<file path="config.mk">
export PLATFORM = sky130hd
export DESIGN_NAME = lab_cross
export DESIGN_NICKNAME = d
export VERILOG_FILES = /design/src/rtl/core/lab_pkg.sv /design/src/rtl/core/lab_cross.sv
export SDC_FILE = /design/constraint.sdc
export NUM_CORES = 2
export LEC_CHECK = 0
export ABC_AREA = 1
export BUFFER_PORTS_ARGS = -buffer_cell sky130_fd_sc_hd__buf_2
export CAP_MARGIN = 10
export CORE_MARGIN = 2
export CORE_UTILIZATION = 59
export CTS_BUF_LIST = sky130_fd_sc_hd__clkbuf_8
export DETAILED_ROUTE_END_ITERATION = 16
export PLACE_DENSITY_LB_ADDON = 0.1
export SLEW_MARGIN = 10
export SYNTH_ARGS = -nofsm -noshare
export SYNTH_HDL_FRONTEND = slang
export SYNTH_SLANG_ARGS = --single-unit
</file>
<file path="constraint.sdc">
create_clock -name i_clk -period 18.2 [get_ports i_clk]
set_input_delay 0.91 -clock i_clk [delete_from_list [all_inputs] [get_ports i_clk]]
set_output_delay 0.91 -clock i_clk [all_outputs]
set_load 0.02 [all_outputs]
</file>
<file path="src/rtl/core/lab_pkg.sv">
// ----------------------------------------------------------------------------
// lab_pkg
// Shared types and fixed constants of the look-at basis pipeline.
// ----------------------------------------------------------------------------
package lab_pkg;

    // Per-transaction tag that travels down the pipeline with the data.
    typedef struct packed {
        logic valid;
        logic degen;
    } t_tag;

    // The largest normalized magnitude sits in [2^30, 2^31).
    localparam int unsigned MagW      = 31;
    // Sum of three squared magnitudes.
    localparam int unsigned SumW      = 64;
    // One root bit per stage.
    localparam int unsigned RootSteps = 32;
    localparam int unsigned RootW     = 32;

endpackage

</file>
<file path="src/rtl/core/lab_cross.sv">
// ----------------------------------------------------------------------------
// lab_cross
// Two-stage cross product of two signed unit vectors, exact result.
// ----------------------------------------------------------------------------
module lab_cross #(
    parameter int unsigned F   = 15,
    parameter int unsigned SBW = 1
) (
    input  logic                  i_clk,
    input  logic                  i_rst_n,
    input  logic                  i_en,
    input  lab_pkg::t_tag         i_tag,
    input  logic [2:0][F:0]       i_a,
    input  logic [2:0][F:0]       i_b,
    input  logic [SBW-1:0]        i_sb,
    output lab_pkg::t_tag         o_tag,
    output logic [2:0][2*F+2:0]   o_vec,
    output logic [SBW-1:0]        o_sb
);

    localparam int unsigned PW = 2 * F + 2;
    localparam int unsigned CW = 2 * F + 3;

    lab_pkg::t_tag        r_m_tag;
    logic [5:0][PW-1:0]   r_m_prod;
    logic [SBW-1:0]       r_m_sb;

    always_ff @(posedge i_clk) begin
        if (!i_rst_n) begin
            r_m_tag.valid <= 1'b0;
        end else if (i_en) begin
            r_m_tag     <= i_tag;
            r_m_sb      <= i_sb;
            r_m_prod[0] <= PW'($signed(i_a[1]) * $signed(i_b[2]));
            r_m_prod[1] <= PW'($signed(i_a[2]) * $signed(i_b[1]));
            r_m_prod[2] <= PW'($signed(i_a[2]) * $signed(i_b[0]));
            r_m_prod[3] <= PW'($signed(i_a[0]) * $signed(i_b[2]));
            r_m_prod[4] <= PW'($signed(i_a[0]) * $signed(i_b[1]));
            r_m_prod[5] <= PW'($signed(i_a[1]) * $signed(i_b[0]));
        end
    end

    lab_pkg::t_tag        r_s_tag;
    logic [2:0][CW-1:0]   r_s_vec;
    logic [SBW-1:0]       r_s_sb;

    always_ff @(posedge i_clk) begin
        if (!i_rst_n) begin
            r_s_tag.valid <= 1'b0;
        end else if (i_en) begin
            r_s_tag <= r_m_tag;
            r_s_sb  <= r_m_sb;
            for (int i = 0; i < 3; i++) begin
                r_s_vec[i] <= {r_m_prod[2*i][PW-1], r_m_prod[2*i]}
                            - {r_m_prod[2*i+1][PW-1], r_m_prod[2*i+1]};
            end
        end
    end

    assign o_tag = r_s_tag;
    assign o_vec = r_s_vec;
    assign o_sb  = r_s_sb;

endmodule

</file>
; Word-level counts from Yosys, hierarchy flattened
; Index checks and enable logic that the tools add are counted.
[classes]
n_addsub = 3
mul = 6
reduce_logical = 1
[op_table]
columns = cell, n
row1 = 16-bit by 16-bit multiplier with 32-bit output, 6
row2 = 32-bit by 32-bit subtractor with 33-bit output, 3
row3 = 2-bit AND reduction, 1
[totals]
ff_bits = 297
in_bits = 102
output_inout_bits = 102
word_cells = 25

; Longest topological paths before layout
[depth]
word_depth = 1
depth_mapped = 27
ltp_nobuf = 26

; Least setup slack after synthesis
; OpenSTA, ideal clock, no wires.
[synth_path]
path_type = in2reg
start = in i_rst_n
end = reg r_s_sb (netlist: o_sb), enable pin
setup_time_ns = 0.645
t_arrival_ns = 6.597
required_ns = 17.555
slack_ns = 10.958
path_stages = 2
n_path_buf = 0
path_cell_list = nand2_1 > inv_1
[synth_via]
elab_chain_cells = 1
[synth_rtl]
columns = element, line_no
row1 = from (decl), lab_cross.sv:10  ; input logic i_rst_n,
row2 = 2-bit AND reduction (no source line), n/a
row3 = to (signal assigned), lab_cross.sv:52  ; r_s_sb <= r_m_sb;
row4 = to (decl), lab_cross.sv:45  ; logic [SBW-1:0] r_s_sb;
; No other way between the ends.
; A chain may end at the register's enable or synchronous reset.

; Final worst setup path
[layout_path]
start = in i_b[1] (netlist bit)
end = reg r_m_prod[191] (netlist bit), data pin
[layout_via]
elab_chain_cells = 1
[layout_rtl]
columns = element, line_no
row1 = from (decl), lab_cross.sv:14  ; input logic [2:0][F:0] i_b,
row2 = 16-bit by 16-bit multiplier with 32-bit output, lab_cross.sv:39  ; r_m_prod[5] <= PW'($signed(i_a[1]) * $signed(i_b[0]));
row3 = to (decl), lab_cross.sv:25  ; logic [5:0][PW-1:0] r_m_prod;
; No other way between the ends.

==> out/summary.txt <==
Outcome: complete, no violations
Die height: 374 um
Sequential area share after synthesis: 0.110
Hold path endpoint: r_m_tag[0]
Register area: 8900 sq um
Antenna-violating nets left: 0
Fin nets: 12,845
H-tree depth: 2
Crit path arrival time: 7.00 ns
Largest net degree at the start of global routing: 70
Worst-Margin Slew: 1.18 ns
R2r endpoint: o_vec[95]
HPWL Detailed: 191 mm
Initial core utilization: 0.595
Core area: 136,000 sq um
Hold_ws: 0.360 ns
Worst-Skew Late Latency: 0.80 ns
Fill cells: 12,309
RSZ-0062 raised after global routing: no
Reg-to-Reg Start: r_m_prod[176]
1st-iter DRT viols: 4,809
CTS tree: yes
Count of unique library cells instantiated by Yosys: 35
Headroom to the max-slew limit: 0.215
Met3 GRT Util: 0.0572
Startpoint class of the critical path: primary input
Slew Limit Fails: 0
Clock transition at path regs: 0.07 ns
Min-delay worst type: primary input to register
Initial antenna violation count: 29
Gr ovfl total: 0
CTS resizes: 0
FF-to-FF path depth: 12
Die Wd: 374 um
Fraction of registers with async set/reset: 0
Critical hold path startpoint: i_tag[0]
CTS buffer count: 58
Ys flop type: edfxtp_1
Hold buffer count at CTS: 0
Syn avg cell area: 7.65 sq um
CP max FO: 32
Crit Path Category: primary input to register
Fmax: 154 MHz
Bufs on Longest Clock Path: 3
Synthesized area: 80,900 sq um
First drt pass iteration count: 6
M2 GR Usage: 0.577
Cell row count: 135
Residual DRC count: 0
CP required: 18.72 ns
Yosys warnings: 0
First-pass GRT wire length: 374 mm
Gpl congestion: 0.974
Area Overhead vs Synth: 4.55%
Routed vias/inst: 5.26
Min Tclk post-route: 6.48 ns
Max-cap check violation count: 0
Root buf cell: clkbuf_8
Cells after Synth: 10,571
GR Util met1: 0.444
Yosys reg bits: 297
Die ar.: 140,000 sq um
Post-synth EDFFs: 295
Busiest grt layer: met2
Final setup viols: 0
Final Hold Viols: 0
Setup bufs post-CTS: 0
CTS sink cnt: 297
# IOs: 204
Total global-route track usage: 0.345
Wire per inst: 18.8 um
Internal reg-to-reg setup slack: 15.73 ns
Skew final: 0.0799 ns
Total wire length: 234 mm
Layout cells sized above 1: 0.0394
Worst hold path depth: 1
Multi-input gate area: 58,800 sq um
Final worst-path cycle share: 0.356
Routed vias: 65,332
CP endpoint kind: register
Vias in the first global route: 69,435
Setup TNS Final: 0 ns
Port bufs: 203
Mapped Nets: 12,836
[per-layer routing]
layer / routed length [um] / part of all wire
met4: 11600 / 0.049
met3: 19000 / 0.081
met2: 111000 / 0.47
met1: 92500 / 0.40
met5: 119 / 0.00051
[synthesized netlist by cell type, types with 12 or more instances]
cell,n,area share
xnor2_1,19,0.0021
nor3_2,12,0.0015
xor2_1,143,0.015
ha_1,588,0.091
nand2_2,34,0.0026
o21bai_1,54,0.0050
nand4_1,100,0.0077
inv_1,3225,0.15
edfxtp_1,295,0.11
clkbuf_1,282,0.013
a21oi_1,224,0.014
fa_1,1575,0.39
nor2_1,391,0.018
nor2_2,28,0.0022
nand3_1,290,0.018
nor4_1,12,0.00093
nand3b_1,15,0.0014
o21ai_0,73,0.0045
nand2_1,3082,0.14
nor3_1,61,0.0038
[per-stage QoR]
| stage | instance area (sq um) | setup WS (ns) | cells | utilization |
|---|---|---|---|---|
| global route | 84500 | 11.41 | 12411 | 0.622 |
| detailed placement | 83300 | 10.97 | 12301 | 0.613 |
| finish | 84500 | 11.72 | 12417 | 0.622 |
| floorplan | 80900 | 10.96 | 10571 | - |
| CTS | 84500 | 11.80 | 12407 | 0.622 |
| global placement | 83300 | 11.00 | 12301 | 0.613 |
[kinds of logic (layout without fill, tap and decap cells)]
| family | after synthesis | after routing | synth area share |
|---|---|---|---|
| AND/OR/NAND/NOR | 4058 | 4058 | 0.203 |
| buffers and inverters | 3517 | 3572 | 0.163 |
| adder cells (fa/ha/maj) | 2163 | 2163 | 0.481 |
| AO/OA/AOI/OAI | 374 | 374 | 0.0254 |
| flip-flops | 297 | 297 | 0.110 |
| XOR/XNOR | 162 | 162 | 0.0175 |
| other | 0 | 10 | 0 |
[how the worst max path moves through the flow]
stage | start | depth (start not counted) | to | slack, ns
floorplan | i_rst_n | 2 | o_sb | 10.96
global placement | i_b[1] | 21 | r_m_prod[191] | 11.00
detailed placement | i_b[1] | 21 | r_m_prod[191] | 10.97
CTS | i_b[1] | 22 | r_m_prod[95] | 11.80
global route | i_a[15] | 19 | r_m_prod[119] | 11.41
finish | i_b[1] | 21 | r_m_prod[191] | 11.72
[critical path, cell delays in order]
cell and delay [ns]:
buf_2 0.64, nand2_1 0.21, inv_1 0.17, fa_1 0.55, fa_1 0.96, fa_1 0.56, fa_1 0.52, fa_1 0.50
inv_1 0.05, fa_1 0.47, inv_1 0.04, ha_1 0.39, nand2_1 0.15, nor2_1 0.18, nand2_1 0.11, nor3_1 0.19
nand2_1 0.16, inv_1 0.08, nor2_1 0.04, nand2_1 0.05, nand2_1 0.06
[state kept, by name, summed over array words and instances, names as in the netlist]
name      cells
r_m_prod    192
r_m_tag       2
o_tag         2
o_vec        99
r_m_sb        1
o_sb          1
[area by class of cell]
class,count,area share
Clock buffer,58,0.00944
Inverter,3231,0.144
Sequential cell,297,0.105
Timing Repair Buffer,235,0.0149
Clock inverter,48,0.00521
Antenna cell,10,0.000296
Tap cell,1781,0.0264
Multi-Input combinational cell,6757,0.695
[layout by cell type, fill, tap and decap left out, types with 6 or more instances in the layout]
master     netlist  final
bufinv_16        0      7
edfxtp_1       295    295
a21oi_1        224    224
ha_1           588    588
nand3b_1        15     15
o21bai_1        54     54
clkbuf_8         0     58
nor3_2          12     12
nand3_1        290    290
clkinv_2         0      8
nand3_2         11     11
nor2_1         391    391
buf_4            0     32
fa_1          1575   1575
nand2_2         34     34
nor3_1          61     61
nand4_1        100    100
xnor2_1         19     19
inv_1         3225   3238
nand2_1       3082   3082
nor2_2          28     28
xor2_1         143    143
diode_2          0     10
or2_2            6      6
nor4_1          12     12
a21o_1          10     10
buf_2            0    203
o21ai_0         73     73
clkinv_1         2     12
and2_1          11     11
Power is left out: the tool's default activity adds up to more than one toggle a clock period on the data nets, which glitch-free logic cannot reach.
